[config.mk]
export PLATFORM = sky130hd
export DESIGN_NAME = nlfsr_48bit_stream_cipher_flat
export DESIGN_NICKNAME = d
export VERILOG_FILES = /design/src/rtl/core/nlfsr48_pkg.sv /design/src/rtl/core/nlfsr48_if.sv /design/src/rtl/core/nlfsr_48bit_stream_cipher.sv /design/src/rtl/core/nlfsr48_regs.sv /design/src/rtl/core/nlfsr48_ctrl.sv /design/src/rtl/core/nlfsr48_dp.sv /design/src/flat_wrapper.sv
export SDC_FILE = /design/constraint.sdc
export NUM_CORES = 1
export LEC_CHECK = 0
export BUFFER_PORTS_ARGS = -buffer_cell sky130_fd_sc_hd__buf_4
export CELL_PAD_IN_SITES_DETAIL_PLACEMENT = 0
export CELL_PAD_IN_SITES_GLOBAL_PLACEMENT = 1
export CORE_ASPECT_RATIO = 1.2
export CORE_MARGIN = 3
export CORE_UTILIZATION = 40
export CTS_CLUSTER_DIAMETER = 60
export DETAILED_ROUTE_END_ITERATION = 6
export PLACE_DENSITY = 0.81
export SYNTH_ARGS = -nofsm -noshare
export SYNTH_HDL_FRONTEND = slang
export SYNTH_SLANG_ARGS = --single-unit
[constraint.sdc]
create_clock -name clk -period 3.75 [get_ports clk]
set_input_delay 0.1875 -clock clk [delete_from_list [all_inputs] [get_ports clk]]
set_output_delay 0.1875 -clock clk [all_outputs]
set_load 0.005 [all_outputs]
[src/rtl/core/nlfsr48_pkg.sv]
package nlfsr48_pkg;

  // Operation codes carried by the opcode field of an input transaction.
  typedef enum logic [1:0] {
    OP_INIT   = 2'd0,
    OP_AUTH   = 2'd1,
    OP_XCRYPT = 2'd2,
    OP_NONE   = 2'd3
  } op_t;

  // Filter tables: two 4-input functions and the 5-input combining function.
  localparam logic [15:0] TAB_A = 16'h2C79;
  localparam logic [15:0] TAB_B = 16'h6671;
  localparam logic [31:0] TAB_C = 32'h7907287B;

  // Widths of the cipher state and of the round counter.
  localparam int unsigned STATE_W  = 48;
  localparam int unsigned ROUND_W  = 6;
  localparam logic [ROUND_W-1:0] INIT_ROUNDS = 6'd32;
  localparam logic [ROUND_W-1:0] AUTH_ROUNDS = 6'd32;
  localparam logic [3:0] BYTE_BITS = 4'd8;

  // APB register map: one 64-bit register every eight bytes.
  localparam int unsigned ADDR_W = 4;
  localparam logic [0:0] REG_KEY    = 1'b0;
  localparam logic [0:0] REG_SERIAL = 1'b1;

  // Commands from the controller to the datapath.
  typedef struct packed {
    logic load;     // capture the fields of an accepted transaction
    logic step;     // run one cipher round
    logic publish;  // write the result into the output register
    op_t  op;       // operation the command belongs to
  } cmd_t;

  // Twenty-input nonlinear output filter.
  function automatic logic filter20(input logic [STATE_W-1:0] v);
    logic [4:0] sel;
    sel[0] = TAB_A[{v[5], v[4], v[2], v[1]}];
    sel[1] = TAB_B[{v[14], v[13], v[11], v[7]}];
    sel[2] = TAB_B[{v[25], v[22], v[20], v[16]}];
    sel[3] = TAB_B[{v[32], v[30], v[28], v[27]}];
    sel[4] = TAB_A[{v[45], v[43], v[42], v[33]}];
    return TAB_C[sel];
  endfunction

  // Linear feedback taps of the shift register.
  function automatic logic lfsr_fb(input logic [STATE_W-1:0] v);
    return v[0] ^ v[2] ^ v[3] ^ v[6] ^ v[7] ^ v[8] ^ v[16] ^ v[22] ^ v[23]
         ^ v[26] ^ v[30] ^ v[41] ^ v[42] ^ v[43] ^ v[46] ^ v[47];
  endfunction

endpackage

[src/rtl/core/nlfsr48_if.sv]
// Input channel: one cipher operation per transaction.
interface nlfsr48_in_if;
  logic        valid;
  logic        ready;
  logic [1:0]  opcode;
  logic [31:0] init_vector;
  logic [31:0] auth_word;
  logic [7:0]  data_byte;
  logic [3:0]  bit_count;

  modport source (
    output valid, opcode, init_vector, auth_word, data_byte, bit_count,
    input  ready
  );
  modport sink (
    input  valid, opcode, init_vector, auth_word, data_byte, bit_count,
    output ready
  );
endinterface

// Output channel: one result per operation.
interface nlfsr48_out_if;
  logic       valid;
  logic       ready;
  logic [7:0] data_out;
  logic       auth_ok;

  modport source (
    output valid, data_out, auth_ok,
    input  ready
  );
  modport sink (
    input  valid, data_out, auth_ok,
    output ready
  );
endinterface

[src/rtl/core/nlfsr_48bit_stream_cipher.sv]
// Each operation runs n rounds (32 for init and authenticate, the bit count saturated
// at eight for transcrypt, none for opcode three): the transaction is loaded, the rounds
// run, and the result is published into the output register once that is free.
// Throughput: one operation at a time, one cipher round per clock; the next
// transaction is accepted only after the result has been published.
// Reset (synchronous, active high) clears the key, serial and cipher state to
// zero and empties the output register.
module nlfsr_48bit_stream_cipher (
  input  logic                           clk,
  input  logic                           rst,
  nlfsr48_in_if.sink                     in_chan,
  nlfsr48_out_if.source                  out_chan,
  input  logic                           psel,
  input  logic                           penable,
  input  logic                           pwrite,
  input  logic [nlfsr48_pkg::ADDR_W-1:0] paddr,
  input  logic [63:0]                    pwdata,
  output logic [63:0]                    prdata,
  output logic                           pready
);

  logic [nlfsr48_pkg::STATE_W-1:0] secret_key;
  logic [31:0]                     tag_serial;
  nlfsr48_pkg::cmd_t               cmd;
  logic                            in_ready;
  logic                            out_valid;

  // Configuration registers.
  nlfsr48_regs u_regs (
    .clk        (clk),
    .rst        (rst),
    .psel       (psel),
    .penable    (penable),
    .pwrite     (pwrite),
    .paddr      (paddr),
    .pwdata     (pwdata),
    .prdata     (prdata),
    .pready     (pready),
    .secret_key (secret_key),
    .tag_serial (tag_serial)
  );

  // Sequencer.
  nlfsr48_ctrl u_ctrl (
    .clk       (clk),
    .rst       (rst),
    .in_valid  (in_chan.valid),
    .in_ready  (in_ready),
    .opcode    (in_chan.opcode),
    .bit_count (in_chan.bit_count),
    .out_valid (out_valid),
    .out_ready (out_chan.ready),
    .cmd       (cmd)
  );

  // Cipher datapath and result register.
  nlfsr48_dp u_dp (
    .clk         (clk),
    .rst         (rst),
    .cmd         (cmd),
    .init_vector (in_chan.init_vector),
    .auth_word   (in_chan.auth_word),
    .data_byte   (in_chan.data_byte),
    .secret_key  (secret_key),
    .tag_serial  (tag_serial),
    .data_out    (out_chan.data_out),
    .auth_ok     (out_chan.auth_ok)
  );

  assign in_chan.ready  = in_ready;
  assign out_chan.valid = out_valid;

endmodule

[src/rtl/core/nlfsr48_regs.sv]
module nlfsr48_regs (
  input  logic                             clk,
  input  logic                             rst,
  input  logic                             psel,
  input  logic                             penable,
  input  logic                             pwrite,
  input  logic [nlfsr48_pkg::ADDR_W-1:0]   paddr,
  input  logic [63:0]                      pwdata,
  output logic [63:0]                      prdata,
  output logic                             pready,
  output logic [nlfsr48_pkg::STATE_W-1:0]  secret_key,
  output logic [31:0]                      tag_serial
);

  logic       wr_en;
  logic [0:0] reg_sel;

  // The register index is bit 3 of the byte address; lower bits are ignored.
  assign reg_sel = paddr[3:3];
  assign pready  = 1'b1;
  assign wr_en   = psel && penable && pwrite && pready;

  // Configuration registers.
  always_ff @(posedge clk) begin
    if (rst) begin
      secret_key <= '0;
      tag_serial <= '0;
    end else if (wr_en) begin
      case (reg_sel)
        nlfsr48_pkg::REG_KEY:    secret_key <= pwdata[nlfsr48_pkg::STATE_W-1:0];
        nlfsr48_pkg::REG_SERIAL: tag_serial <= pwdata[31:0];
        default: ;
      endcase
    end
  end

  // Read data.
  always_comb begin
    case (reg_sel)
      nlfsr48_pkg::REG_KEY:    prdata = {16'd0, secret_key};
      nlfsr48_pkg::REG_SERIAL: prdata = {32'd0, tag_serial};
      default:                 prdata = '0;
    endcase
  end

endmodule

[src/rtl/core/nlfsr48_ctrl.sv]
module nlfsr48_ctrl (
  input  logic                    clk,
  input  logic                    rst,
  input  logic                    in_valid,
  output logic                    in_ready,
  input  logic [1:0]              opcode,
  input  logic [3:0]              bit_count,
  output logic                    out_valid,
  input  logic                    out_ready,
  output nlfsr48_pkg::cmd_t       cmd
);

  typedef enum logic [2:0] {
    S_IDLE = 3'b001,
    S_RUN  = 3'b010,
    S_HOLD = 3'b100
  } state_t;

  state_t                              state;
  state_t                              state_next;
  nlfsr48_pkg::op_t                    op;
  nlfsr48_pkg::op_t                    in_op;
  logic [nlfsr48_pkg::ROUND_W-1:0]     rounds_left;
  logic [nlfsr48_pkg::ROUND_W-1:0]     rounds_req;
  logic [3:0]                          bits_sat;
  logic                                accept;
  logic                                slot_free;

  assign in_op     = nlfsr48_pkg::op_t'(opcode);
  assign in_ready  = (state == S_IDLE);
  assign accept    = in_valid && in_ready;
  assign slot_free = !out_valid || out_ready;

  // Number of rounds an operation needs; the bit count saturates at a byte.
  always_comb begin
    bits_sat = (bit_count > nlfsr48_pkg::BYTE_BITS) ? nlfsr48_pkg::BYTE_BITS : bit_count;
    case (in_op)
      nlfsr48_pkg::OP_INIT:   rounds_req = nlfsr48_pkg::INIT_ROUNDS;
      nlfsr48_pkg::OP_AUTH:   rounds_req = nlfsr48_pkg::AUTH_ROUNDS;
      nlfsr48_pkg::OP_XCRYPT: rounds_req = {2'd0, bits_sat};
      default:                rounds_req = '0;
    endcase
  end

  // Next state and datapath commands.
  always_comb begin
    state_next  = state;
    cmd.load    = 1'b0;
    cmd.step    = 1'b0;
    cmd.publish = 1'b0;
    cmd.op      = op;
    case (state)
      S_IDLE: begin
        cmd.op = in_op;
        if (accept) begin
          cmd.load   = 1'b1;
          state_next = (rounds_req == '0) ? S_HOLD : S_RUN;
        end
      end
      S_RUN: begin
        cmd.step = 1'b1;
        if (rounds_left == nlfsr48_pkg::ROUND_W'(1)) begin
          state_next = S_HOLD;
        end
      end
      S_HOLD: begin
        if (slot_free) begin
          cmd.publish = 1'b1;
          state_next  = S_IDLE;
        end
      end
      default: state_next = S_IDLE;
    endcase
  end

  // State, round counter and output valid flag.
  always_ff @(posedge clk) begin
    if (rst) begin
      state       <= S_IDLE;
      op          <= nlfsr48_pkg::OP_NONE;
      rounds_left <= '0;
      out_valid   <= 1'b0;
    end else begin
      state <= state_next;
      if (accept) begin
        op          <= in_op;
        rounds_left <= rounds_req;
      end else if (cmd.step) begin
        rounds_left <= rounds_left - 1'b1;
      end
      if (cmd.publish) begin
        out_valid <= 1'b1;
      end else if (out_ready) begin
        out_valid <= 1'b0;
      end
    end
  end

  // A result is only written into a free output register.
  a_publish_free: assert property (@(posedge clk) disable iff (rst)
    cmd.publish |-> (!out_valid || out_ready))
    else $error("result published over a pending transaction");

  // The counter never runs out while rounds are still being issued.
  a_run_count: assert property (@(posedge clk) disable iff (rst)
    (state == S_RUN) |-> (rounds_left != '0))
    else $error("round issued with an empty counter");

  // A published result is offered in the following cycle.
  a_publish_valid: assert property (@(posedge clk) disable iff (rst)
    cmd.publish |=> out_valid)
    else $error("published result not offered");

  // No new transaction is taken while rounds are in flight.
  a_no_overlap: assert property (@(posedge clk) disable iff (rst)
    cmd.step |-> !cmd.load)
    else $error("load during a running operation");

endmodule

[src/rtl/core/nlfsr48_dp.sv]
module nlfsr48_dp (
  input  logic                             clk,
  input  logic                             rst,
  input  nlfsr48_pkg::cmd_t                cmd,
  input  logic [31:0]                      init_vector,
  input  logic [31:0]                      auth_word,
  input  logic [7:0]                       data_byte,
  input  logic [nlfsr48_pkg::STATE_W-1:0]  secret_key,
  input  logic [31:0]                      tag_serial,
  output logic [7:0]                       data_out,
  output logic                             auth_ok
);

  logic [nlfsr48_pkg::STATE_W-1:0] cipher_state;
  logic [nlfsr48_pkg::STATE_W-1:0] ks_state_next;
  logic [nlfsr48_pkg::STATE_W-1:0] init_shift;
  logic                            ks_bit;
  logic                            init_bit;
  logic [31:0]                     iv_sh;
  logic [31:0]                     key_sh;
  logic [31:0]                     ks_acc;
  logic [31:0]                     auth_ref;
  logic [7:0]                      data_reg;
  logic [2:0]                      bit_ptr;

  // One round: normal rounds feed back linearly and filter the new state;
  // init rounds feed back the filter output mixed with IV and key bits.
  always_comb begin
    ks_state_next = {nlfsr48_pkg::lfsr_fb(cipher_state), cipher_state[47:1]};
    ks_bit        = nlfsr48_pkg::filter20(ks_state_next);
    init_shift    = {1'b0, cipher_state[47:1]};
    init_bit      = nlfsr48_pkg::filter20(init_shift) ^ iv_sh[0] ^ key_sh[0];
  end

  // Cipher state register.
  always_ff @(posedge clk) begin
    if (rst) begin
      cipher_state <= '0;
    end else if (cmd.load && (cmd.op == nlfsr48_pkg::OP_INIT)) begin
      cipher_state <= {secret_key[15:0], tag_serial};
    end else if (cmd.step) begin
      case (cmd.op)
        nlfsr48_pkg::OP_INIT:   cipher_state <= {init_bit, cipher_state[47:1]};
        nlfsr48_pkg::OP_AUTH:   cipher_state <= ks_state_next;
        nlfsr48_pkg::OP_XCRYPT: cipher_state <= ks_state_next;
        default:                cipher_state <= cipher_state;
      endcase
    end
  end

  // Operand capture, keystream collection and result register.
  always_ff @(posedge clk) begin
    if (cmd.load) begin
      iv_sh    <= init_vector;
      key_sh   <= secret_key[47:16];
      auth_ref <= auth_word;
      data_reg <= data_byte;
      bit_ptr  <= 3'd7;
    end else if (cmd.step) begin
      case (cmd.op)
        nlfsr48_pkg::OP_INIT: begin
          iv_sh  <= {1'b0, iv_sh[31:1]};
          key_sh <= {1'b0, key_sh[31:1]};
        end
        nlfsr48_pkg::OP_AUTH: begin
          ks_acc <= {ks_acc[30:0], ks_bit};
        end
        nlfsr48_pkg::OP_XCRYPT: begin
          data_reg[bit_ptr] <= data_reg[bit_ptr] ^ ks_bit;
          bit_ptr           <= bit_ptr - 1'b1;
        end
        default: ;
      endcase
    end
    if (cmd.publish) begin
      data_out <= (cmd.op == nlfsr48_pkg::OP_XCRYPT) ? data_reg : 8'd0;
      auth_ok  <= (cmd.op == nlfsr48_pkg::OP_AUTH) && ((~ks_acc) == auth_ref);
    end
  end

endmodule

[src/flat_wrapper.sv]
// flat-port wrapper written by rule: the top's interface ports become plain ports
module nlfsr_48bit_stream_cipher_flat 
  (clk, rst, psel, penable, pwrite, paddr, pwdata, prdata, pready, in_chan_valid, in_chan_opcode, in_chan_init_vector, in_chan_auth_word, in_chan_data_byte, in_chan_bit_count, in_chan_ready, out_chan_valid, out_chan_data_out, out_chan_auth_ok, out_chan_ready);
  nlfsr48_in_if in_chan_i ();
  nlfsr48_out_if out_chan_i ();
  input  logic clk;
  input  logic rst;
  input  logic psel;
  input  logic penable;
  input  logic pwrite;
  input  logic [nlfsr48_pkg::ADDR_W-1:0] paddr;
  input  logic [63:0] pwdata;
  output logic [63:0] prdata;
  output logic pready;
  input wire logic [$bits(in_chan_i.valid)-1:0] in_chan_valid;
  input wire logic [$bits(in_chan_i.opcode)-1:0] in_chan_opcode;
  input wire logic [$bits(in_chan_i.init_vector)-1:0] in_chan_init_vector;
  input wire logic [$bits(in_chan_i.auth_word)-1:0] in_chan_auth_word;
  input wire logic [$bits(in_chan_i.data_byte)-1:0] in_chan_data_byte;
  input wire logic [$bits(in_chan_i.bit_count)-1:0] in_chan_bit_count;
  output wire logic [$bits(in_chan_i.ready)-1:0] in_chan_ready;
  output wire logic [$bits(out_chan_i.valid)-1:0] out_chan_valid;
  output wire logic [$bits(out_chan_i.data_out)-1:0] out_chan_data_out;
  output wire logic [$bits(out_chan_i.auth_ok)-1:0] out_chan_auth_ok;
  input wire logic [$bits(out_chan_i.ready)-1:0] out_chan_ready;
  assign in_chan_i.valid = in_chan_valid;
  assign in_chan_i.opcode = in_chan_opcode;
  assign in_chan_i.init_vector = in_chan_init_vector;
  assign in_chan_i.auth_word = in_chan_auth_word;
  assign in_chan_i.data_byte = in_chan_data_byte;
  assign in_chan_i.bit_count = in_chan_bit_count;
  assign in_chan_ready = in_chan_i.ready;
  assign out_chan_valid = out_chan_i.valid;
  assign out_chan_data_out = out_chan_i.data_out;
  assign out_chan_auth_ok = out_chan_i.auth_ok;
  assign out_chan_i.ready = out_chan_ready;
  nlfsr_48bit_stream_cipher u_core (.clk(clk), .rst(rst), .in_chan(in_chan_i), .out_chan(out_chan_i), .psel(psel), .penable(penable), .pwrite(pwrite), .paddr(paddr), .pwdata(pwdata), .prdata(prdata), .pready(pready));
endmodule
# Yosys cells after proc, flatten, opt, wreduce, memory -nomap -nowiden
# Memories as Yosys holds them, arrays and structs flattened. A register that Yosys moved wholly into a read port is not among the register bits.
# Index checks and enable logic that the tools add are counted.
dict set report word_totals {
  mem_bits_ro 112
  output_inout_bits 76
  word_cells 144
  input_bits 153
  mem_count 6
  regBits 288
}
dict set report op_classes {
  n_bitwise 21
  n_eq_ne 12
  magnitude_cmp 9
  reduce_logical 28
  add_sub_neg 2
  n_mux 51
}
# name words width read_ports rd_ports_with_merged_regs write_ports line_no
set mem_list {}
lappend mem_list {{(no name shown)} 32 1 1 0 0 nlfsr48_pkg.sv:44} ;# return TAB_C[sel];
lappend mem_list {{(no name shown)} 16 1 1 1 0 nlfsr48_pkg.sv:43} ;# sel[4] = TAB_A[{v[45], v[43], v[42], v[33]}];
lappend mem_list {{(no name shown)} 16 1 1 1 0 nlfsr48_pkg.sv:42} ;# sel[3] = TAB_B[{v[32], v[30], v[28], v[27]}];
lappend mem_list {{(no name shown)} 16 1 1 1 0 nlfsr48_pkg.sv:41} ;# sel[2] = TAB_B[{v[25], v[22], v[20], v[16]}];
lappend mem_list {{(no name shown)} 16 1 1 1 0 nlfsr48_pkg.sv:40} ;# sel[1] = TAB_B[{v[14], v[13], v[11], v[7]}];
lappend mem_list {{(no name shown)} 16 1 1 1 0 nlfsr48_pkg.sv:39} ;# sel[0] = TAB_A[{v[5], v[4], v[2], v[1]}];
# operator count
set op_table {}
lappend op_table {{$mux W32} 6}
lappend op_table {{$pmux W64 S2} 1}
lappend op_table {{$mux W48} 2}
lappend op_table {{$pmux W48 S2} 1}
lappend op_table {{$mux W4} 11}
lappend op_table {{$eq A32 B32 Y1} 1}
lappend op_table {{$not A32 Y32} 1}
lappend op_table {{$lt A4 B5 Y1 const B} 5}
lappend op_table {{$mux W8} 3}
lappend op_table {{$xor A1 B1 Y1} 18}
lappend op_table {{$mux W1} 15}
lappend op_table {{$mux W3} 4}
lappend op_table {{$mux W6} 2}
lappend op_table {{$pmux W6 S2} 1}
lappend op_table {{$reduce_and A2 Y1} 6}
lappend op_table {{$reduce_bool A2 Y1} 6}
lappend op_table {{$pmux W3 S3} 1}
lappend op_table {{$bwmux W8} 1}
lappend op_table {{$eq A6 B1 Y1 const B} 1}
lappend op_table {{$logic_and A1 B1 Y1} 6}
lappend op_table {{$logic_not A6 Y1} 1}
lappend op_table {{$lt A5 B6 Y1 const B} 1}
lappend op_table {{$reduce_and A3 Y1} 2}
lappend op_table {{$sub A6 B1 Y6 const B} 1}
lappend op_table {{other kinds (20)} 26}

# Depth between registers and ports, before layout
# Gate-level depths: netlist (run 1).
dict set report depth {
  depth_word 20
  ltp_mapped 15
  depth_no_buf 14
}

# Cells and area by module
# A second synthesis (run 1) with hierarchy kept.
dict set report unflattened {
  cells_unflattened 1161
  area_unflattened_um2 13485.4
}
# mod cells_per_inst seq_area_each_um2 area_each_um2 n_inst
set by_module_without_submodules {}
lappend by_module_without_submodules {nlfsr48_dp 699 5475.3 8848.5 1}
lappend by_module_without_submodules {nlfsr48_regs 385 1601.5 3942.5 1}
lappend by_module_without_submodules {nlfsr48_ctrl 77 240.2 694.4 1}

# Worst setup path before layout (run 1)
# Ideal clock, no wire load.
dict set report synth_path {
  kind {reg2reg}
  start {register u_core.u_ctrl.state[1]}
  end {register with a tool-made name}
  setup_time_ns 0.121
  n_path_buf 2
  arrival_time_ns 3.122
  slack_ns 0.508
  path_stages_with_launch 15
  synth_period_minus_slack_ns 3.242
  required_time_ns 3.629
  cell_sequence {dfxtp_1 > buf_2 > nor3b_4 > mux2i_1 > inv_1 > ha_1 > nor4b_4 > buf_6 > mux2i_1 > a211oi_1 > inv_2 > ha_1 > o21ai_0 > o31ai_1 > mux2_2}
}
# item line_no
set synth_rtl {}
lappend synth_rtl {{start: declaration} nlfsr48_ctrl.sv:19} ;# state_t state;
lappend synth_rtl {{start signal: assignment} nlfsr48_ctrl.sv:84} ;# state <= state_next;

==> run summary, run 1 <==
status: completed
setup_tns: 0 ns
final setup violating endpoints: 0
Vias/cell: 5.031
final hold vios: 0
Num Clock Sinks: 293
Max transition margin: 0.2512
FF+latch count, synth: 293
ant diodes: 0
EDFF count, synth: 145
worst-path cell chain: nor3b_4 -> mux2i_1 -> inv_1 -> ha_1 -> or3b_1 -> a21o_2 -> a222oi_1 -> nor2_1 -> ha_1 -> inv_1 -> mux2i_1 -> a2bb2oi_2
I/O Pins: 229
IO Port Bufs: 192
CTS root buffer: clkbuf_16
ANT nets after route: 0
DP HPWL: 21.31 mm
CTS tree: built
Final nets: 1740
min-delay src: rst
area taken by multi-input logic gates: 0.004935 mm^2
min Tclk post-route: 3.356 ns
register area: 0.007318 mm^2
fill count: 2722
Layout Utilization: 0.5433
post-synth top area cell: edfxtp_1
main flop type after synthesis: dfxtp_1
worst path buffer plus inverter count: 2
Area after DPL: 0.01448 mm^2
cell area after synthesis: 0.01274 mm^2
fin. max-slew vios: 0
DRC Markers: 0
row count: 70
vias in the first global route: 10.10k
initial antenna violation count: 0
Routed wire per std cell: 16.60 um
crit path launch: u_core.u_ctrl.state[2]
Worst EP required: 4.24 ns
GRT Residual Overflow: 0
FF-to-FF Start: u_core.u_ctrl.state[2]
Routed WL: 33.00 mm
Synth warnings: 0
Mapped Avg Cell Area: 10.05 um^2
Max-cap violations: 0
biggest regs: u_core.u_dp.cipher_state x48, u_core.u_regs.secret_key x48
kind of critical path: reg2reg
Die X: 168.9 um
skew final: 0.02129 ns
CP startpoint kind: flip-flop
later-pin clock latency in the skew report: 0.57 ns
first-pass GRT wire length: 52.40 mm
GRT Util Overall: 0.1875
CP arrival: 3.85 ns
Initial Util: 0.4120
largest net degree at the start of global routing: 63
ys async rst share: 0
critical path's top delay family: compound AO/OA/AOI/OAI gates
Slowest cell on crit path: dfxtp_1
crit share post-route: 0.8948
CORE AREA: 0.03092 mm^2
Synth cell types: 58
Worst-Margin Slew: 1.123 ns
Worst Path Max Fanout: 16
share of the synthesized area in the top cell type: 0.3418
Area contributors post-synth: edfxtp_1, dfxtp_1, nand2_1, a21oi_1, mux2_2
VDD IR max: 469.9 uV
P per Cell Area: 443.8 mW/mm^2
number of H-tree levels: 1
Worst setup EP type: flip-flop
post-route cell area: 0.01680 mm^2
Die Y: 201.5 um
Area growth syn-to-layout: 31.86%
CTS clk-pin slew, worst paths: 0.06 ns
Die ar.: 0.03403 mm^2
routed via count: 10.00k
RSZ-0062 raised after global routing: no
share of layout cells above drive strength 1: 0.2060
First-pass DRT Iterations: 5
Pleak: 6.695 nW
overall power: 7.455 mW
Hold Path Class: in2reg
Max Buffers Root-to-Sink: 3
register area share after synthesis: 0.5744
Starting DRT DRC Count: 752
routability-driven placement congestion ratio: 0.8139
CP max stage delay: 0.43 ns
f_max: 0.2980 GHz
Post-Synthesis Cells: 1267
total CTS buffers: 31
-- logic make-up (layout without fill, tap and decap cells) --
kind of cell | Yosys count | after routing | synth area share
AO/OA/AOI/OAI | 185 | 185 | 0.09685
XOR/XNOR | 54 | 54 | 0.03713
adder cells (fa/ha/maj) | 20 | 20 | 0.01964
buffers and inverters | 120 | 430 | 0.04450
flip-flops | 293 | 293 | 0.5744
multiplexers | 56 | 56 | 0.04921
other | 2 | 17 | 0.0005896
AND/OR/NAND/NOR | 537 | 537 | 0.1777
-- synthesized netlist by cell type, types with 2 or more instances --
master	count
a211oi_1	12
a211oi_2	6
a21oi_1	96
a221oi_1	2
a222oi_1	24
a22o_1	3
a22oi_1	2
a311oi_1	6
a311oi_2	3
and2_1	10
and3_1	5
buf_1	8
buf_2	18
buf_4	19
buf_6	3
clkbuf_1	47
conb_1	2
dfxtp_1	148
edfxtp_1	145
ha_1	20
inv_1	22
inv_2	3
mux2_2	33
mux2i_1	21
mux4_2	2
nand2_1	386
nand2b_1	6
nand3_1	7
nand4_1	8
nor2_1	69
nor2b_1	22
nor3_1	5
nor4_1	6
o21ai_0	15
o21ai_1	6
o31ai_1	2
or3b_1	2
xnor2_1	23
xor2_1	31
-- what timing repair did --
action	CTS	global route
endpoints found under the hold margin	161	0
hold buffers	131	0
buffers inserted	0	1
endpoints found under the setup margin	0	4
gates resized for setup	0	2
-- worst reg2reg max path: cells and delay by family (launching register included) --
family,cells,cell delay [ns]
adder cells (fa/ha/maj),2,0.59
flip-flops,1,0.43
buffers and inverters,2,0.15
multiplexers,2,0.48
AND/OR/NAND/NOR,3,0.80
AO/OA/AOI/OAI,3,0.84
-- cell usage in the layout, fill, tap and decap left out, types with 17 or more instances in the layout --
cell	count
dlygate4sd3_1	131
nor2_1	67
nand2_1	384
nor2b_1	22
buf_4	214
mux2i_1	21
dfxtp_1	147
xor2_1	31
inv_1	22
edfxtp_1	145
xnor2_1	23
a21oi_1	96
conb_1	17
a222oi_1	24
mux2_2	33
ha_1	20
clkbuf_16	31
-- final cells by class --
cell class                      instances  share of cell area
Clock buffer                           43             0.05259
Clock inverter                         15            0.006704
Sequential cell                       293              0.4357
Tap cell                              396             0.02950
Inverter                               25            0.005661
Multi-Input combinational cell        869              0.2938
Timing Repair Buffer                  347              0.1761
-- power breakdown --
part / total [mW] / internal, mW / leakage, nW / switching, mW
registers: 3.64 / 3.56 / 2.57 / 0.0787
clock network: 2.99 / 1.72 / 0.495 / 1.27
logic: 0.832 / 0.390 / 3.63 / 0.442
total: 7.45 / 5.66 / 6.70 / 1.79
-- final timing paths --
check	slack (ns)	cells past startpoint	end
worst min register to register	0.45	2	u_core.u_ctrl.op[1]
worst min-delay path	0.13	2	u_core.u_dp.cipher_state[45]
worst max-delay path	0.39	12	flip-flop
worst max register to register	0.39	12	flip-flop
-- per-layer routing --
layer  up-vias  share of wire  track usage
met5         -              0            0
met3        56          0.045      0.02437
li1       4911              -            -
met1      4790           0.42       0.2308
met2       244           0.51       0.3382
met4         0          0.029      0.06109
-- stage by stage --
step	setup WS, ns	hold WS, ns	std cells
after global placement	0.2630	0.3664	1798
after floorplan	0.5077	0.2864	1282
final	0.3944	0.1315	1988
after CTS	0.1051	0.09812	1987
after detailed placement	0.1338	0.3668	1798
after global routing	0.07648	0.1337	1988
(Power assumes the default switching activity.)
==> run 2: changes to the inputs <==
--- a/config.mk
+++ b/config.mk
@@ -13,7 +13,7 @@
 export CORE_UTILIZATION = 40
 export CTS_CLUSTER_DIAMETER = 60
 export DETAILED_ROUTE_END_ITERATION = 6
-export PLACE_DENSITY = 0.81
+export PLACE_DENSITY = 0.86
 export SYNTH_ARGS = -nofsm -noshare
 export SYNTH_HDL_FRONTEND = slang
 export SYNTH_SLANG_ARGS = --single-unit
==> run summary, run 2 (synthesis results as in run 1) <==
status: completed
FF-to-FF Start: u_core.u_ctrl.state[2]
fin. max-slew vios: 0
vias in the first global route: 10.18k
CP startpoint kind: flip-flop
CTS root buffer: clkbuf_16
Starting DRT DRC Count: 840
Worst-Margin Slew: 1.121 ns
dpl cells: 1798
Area growth syn-to-layout: 32.21%
Pleak: 6.714 nW
number of H-tree levels: 2
First-pass DRT Iterations: 5
largest net degree at the start of global routing: 81
I/O Pins: 229
Routed wire per std cell: 16.50 um
Worst Path Max Fanout: 16
VDD IR max: 432.7 uV
most frequent CP cell: ha_1
overall power: 7.669 mW
commonest non-fill, non-tap cells in the layout: nand2_1, buf_4, dfxtp_1
P per Cell Area: 455.4 mW/mm^2
Hold EP: u_core.u_dp.iv_sh[0]
row count: 70
Die X: 168.9 um
skew final: 0.02960 ns
CTS clk-pin slew, worst paths: 0.06 ns
Final nets: 1736
later-pin clock latency in the skew report: 0.50 ns
Worst setup EP type: flip-flop
CORE AREA: 0.03092 mm^2
Initial Util: 0.4120
Die Y: 201.5 um
CP max stage delay: 0.43 ns
biggest regs: u_core.u_dp.cipher_state x48, u_core.u_regs.secret_key x48
routability-driven placement congestion ratio: 0.8168
Worst EP required: 4.13 ns
CP arrival: 3.84 ns
IO Port Bufs: 192
f_max: 0.2886 GHz
DP HPWL: 21.25 mm
ANT nets after route: 0
Max-cap violations: 0
final setup violating endpoints: 0
Reg2Reg Depth: 13
Max transition margin: 0.2524
Hold Path Class: in2reg
final hold vios: 0
Routed WL: 32.74 mm
Vias/cell: 5.040
GRT Residual Overflow: 0
hold depth: 3
Slowest cell on crit path: dfxtp_1
Max Buffers Root-to-Sink: 3
CTS tree: built
final non-filler cell total: 1985
most common cell after layout, fill and taps aside: nand2_1
Num Clock Sinks: 293
total CTS buffers: 34
crit share post-route: 0.9240
share of layout cells above drive strength 1: 0.2097
routed via count: 10.00k
initial antenna violation count: 1
setup_tns: 0 ns
DRC Markers: 0
min-delay src: in_chan_init_vector[0]
Layout Utilization: 0.5447
worst-path cell chain: nor3b_4 -> mux2i_2 -> inv_1 -> ha_1 -> or3b_1 -> a21o_4 -> a222oi_1 -> nor2_1 -> ha_1 -> nand2_1 -> a21oi_1 -> a31oi_1 -> a22oi_1
first-pass GRT wire length: 51.92 mm
RSZ-0062 raised after global routing: no
kind of critical path: reg2reg
Die ar.: 0.03403 mm^2
GRT Util Overall: 0.1861
Reg2Reg Setup Slack: 0.29 ns
min Tclk post-route: 3.465 ns
==> run 2: final cells by class <==
| type | instances | area [um^2] |
|---|---|---|
| Sequential cell | 293 | 7317 |
| Tap cell | 396 | 495.5 |
| Antenna cell | 1 | 2.502 |
| Fill cell | 2654 | 14080 |
| Timing Repair Buffer | 340 | 2888 |
| Clock buffer | 48 | 984.7 |
| Inverter | 25 | 95.09 |
| Multi-Input combinational cell | 869 | 4949 |
| Clock inverter | 13 | 110.1 |
==> run 2: through the flow <==
step / hold slack [ns] / worst slack, ns / cell area (um^2)
after global placement: 0.3669 / 0.3768 / 14480
after detailed placement: 0.3668 / 0.2032 / 14480
after CTS: 0.004232 / 0.1808 / 16820
after floorplan: 0.2864 / 0.5077 / 12790
after global routing: 0.008637 / 0.004096 / 16840
final: 0.02043 / 0.2850 / 16840
==> run 2: worst max path at each step <==
| stage | from | to | slack [ns] |
|---|---|---|---|
| 5_1_grt | u_core.u_ctrl.state[2] | flip-flop | 0.004 |
| 3_3_place_gp | u_core.u_ctrl.state[2] | flip-flop | 0.38 |
| 3_5_place_dp | u_core.u_ctrl.state[2] | flip-flop | 0.20 |
| 6_report | u_core.u_ctrl.state[2] | flip-flop | 0.29 |
| 4_1_cts | u_core.u_ctrl.state[2] | flip-flop | 0.18 |
| 2_1_floorplan | u_core.u_ctrl.state[1] | flip-flop | 0.51 |
==> run 2: what timing repair did <==
item,in CTS,in global routing
endpoints found under the hold margin,156,0
gates resized for setup,0,4
hold buffers,124,0
setup buffers,0,1
setup endpoints to repair,0,4
==> run 2: power breakdown <==
group          switching (mW)  leakage (nW)  internal (mW)  total [mW]
sequential             0.0781          2.57           3.56        3.64
clock                    1.29         0.545           1.91        3.21
combinational           0.440          3.59          0.386       0.825
==> run 2: worst max-delay path, delay by kind of cell, from the launching register on <==
kind / cells / cell delay, ns
AOI/OAI and AO/OA: 5 / 0.96
adders and majority gates: 2 / 0.54
buffers and inverters: 1 / 0.11
DFF: 1 / 0.43
muxes: 1 / 0.32
and+or+nand+nor: 4 / 0.97
==> run 2: routing by layer <==
layer	routed length, um	vias up	part of all wire	GRT usage
met5	0	-	0	0
met4	1008	0	0.031	0.06519
met3	1576	68	0.048	0.02771
met2	17210	293	0.53	0.3426
met1	12950	4739	0.40	0.2188
li1	-	4904	-	-
==> run 3: changes to the inputs <==
==> constraint.sdc (replaced) <==
create_clock -name clk -period 3.75 [get_ports clk]
set_input_delay 0.75 -clock clk [delete_from_list [all_inputs] [get_ports clk]]
set_output_delay 0.75 -clock clk [all_outputs]
set_load 0.005 [all_outputs]
==> run summary, run 3 (synthesis results as in run 1) <==
status: complete, but fails checks
failing checks: design-rule violations
Initial Util: 0.4120
row count: 70
Clock power frac: 0.433
CTS tree: built
Max Buffers Root-to-Sink: 3
final setup violating endpoints: 0
CTS root buffer: clkbuf_16
fin. max-slew vios: 0
P per Cell Area: 490.5 mW/mm^2
crit share post-route: 0.9044
commonest non-fill, non-tap cells in the layout: nand2_1, buf_4, dfxtp_1
Routed WL: 31.55 mm
Pint: 5.876 mW
total CTS buffers: 34
CORE AREA: 0.03092 mm^2
Vias/cell: 5.135
IO Port Bufs: 192
Die ar.: 0.03403 mm^2
first-pass GRT wire length: 49.84 mm
DP HPWL: 21.40 mm
Reg power frac: 0.473
Max-cap violations: 0
Pleak: 6.214 nW
Num Clock Sinks: 293
share of layout cells above drive strength 1: 0.2258
CTS clk-pin slew, worst paths: 0.06 ns
Routed wire per std cell: 16.93 um
First-pass DRT Iterations: 7
I/O Pins: 229
Die Y: 201.5 um
Worst EP required: 4.13 ns
Worst Path Max Fanout: 15
routability-driven placement congestion ratio: 0.8326
GRT Residual Overflow: 0
Worst-Margin Slew: 0.8847 ns
skew final: 0.01505 ns
Area after DPL: 0.01450 mm^2
RSZ-0062 raised after global routing: no
CP arrival: 3.77 ns
setup_tns: 0 ns
Worst setup EP type: flip-flop
later-pin clock latency in the skew report: 0.50 ns
ANT nets after route: 0
Layout Utilization: 0.5060
VDD IR max: 452.7 uV
Starting DRT DRC Count: 757
GRT Util Overall: 0.1790
overall power: 7.674 mW
Comb pwr share: 0.093
post-route cell area: 0.01564 mm^2
Hold Path Class: in2reg
Max transition margin: 0.4102
biggest regs: u_core.u_dp.cipher_state x48, u_core.u_regs.secret_key x48
number of H-tree levels: 2
Area growth syn-to-layout: 22.81%
CP startpoint kind: flip-flop
routed via count: 9572
DRC Markers: 13
Final nets: 1615
switching power: 1.797 mW
net switching fraction of the power: 0.2342
most common cell after layout, fill and taps aside: nand2_1
final hold vios: 0
min Tclk post-route: 3.391 ns
initial antenna violation count: 2
largest net degree at the start of global routing: 81
kind of critical path: reg2reg
f_max: 0.2949 GHz
Die X: 168.9 um
cts hold-fix bufs: 0
vias in the first global route: 9479
## run 3: cell types whose count changed in the layout (fill, tap and decap cells not counted), sizes merged
cell / delta
diode: +1
bufinv: +2
clkinvlp: +2
buf: +3
clkinv: -5
dlygate4sd3: -124
## run 3: area by class of cell
type / instances / area, um^2
inverters: 25 / 95.09
clock buffers: 48 / 964.7
clock inverters: 12 / 167.7
flip-flops and latches: 293 / 7317
diodes: 2 / 5.005
fillers: 2823 / 15270
multi-input cells: 869 / 4930
repair buffers: 219 / 1669
well taps: 396 / 495.5
## run 3: path summary, 6_finish.rpt
| check | slack [ns] | endpoint | startpoint | cells after the start |
|---|---|---|---|---|
| worst max-delay path | 0.36 | flip-flop | u_core.u_ctrl.state[1] | 13 |
| worst min-delay path | 0.42 | u_core.u_dp.auth_ref[30] | in_chan_auth_word[30] | 1 |
| worst max register to register | 0.36 | flip-flop | u_core.u_ctrl.state[1] | 13 |
| worst min register to register | 0.45 | u_core.u_ctrl.op[1] | u_core.u_ctrl.op[1] | 2 |
## run 3: repair_timing
action                                  4_1_cts  5_1_grt
setup buffers                                 0        1
gates resized for setup                       0        1
endpoints found under the setup margin        0        1
## run 3: layer usage
metal | track usage | vias up | wire [um]
met5 | 0 | - | 0
met4 | 0.05262 | 0 | 691
met3 | 0.02692 | 44 | 1541
met2 | 0.3194 | 261 | 16160
met1 | 0.2236 | 4604 | 13160
li1 | - | 4663 | -
## run 3: per-stage QoR
stage	instances	hold slack [ns]	setup slack, ns
2_1_floorplan	1282	0.4218	0.5077
3_3_place_gp	1801	0.4377	0.3044
3_5_place_dp	1801	0.4377	0.2426
4_1_cts	1861	0.3996	0.2848
5_1_grt	1864	0.3970	0.08937
6_report	1864	0.4202	0.3585
## run 3: worst max-delay path, stage by stage, from the launching register on
cell	delay [ns]
dfxtp_1	0.40
nor3b_4	0.33
mux2i_1	0.33
inv_1	0.11
ha_1	0.28
or3b_1	0.39
a21o_2	0.33
a222oi_1	0.38
nor2_1	0.12
ha_1	0.24
nand2_1	0.06
a21oi_1	0.04
a31oi_1	0.15
a22oi_1	0.10
## run 3: power groups by stage
stage | sequential, mW | combinational, mW | clock (mW)
after floorplan | 3.68 | 0.456 | 0
after global placement | 3.69 | 0.703 | 0
after detailed placement | 3.70 | 0.721 | 0
after CTS | 3.63 | 0.725 | 3.39
after global routing | 3.65 | 0.799 | 3.51
final | 3.63 | 0.716 | 3.33
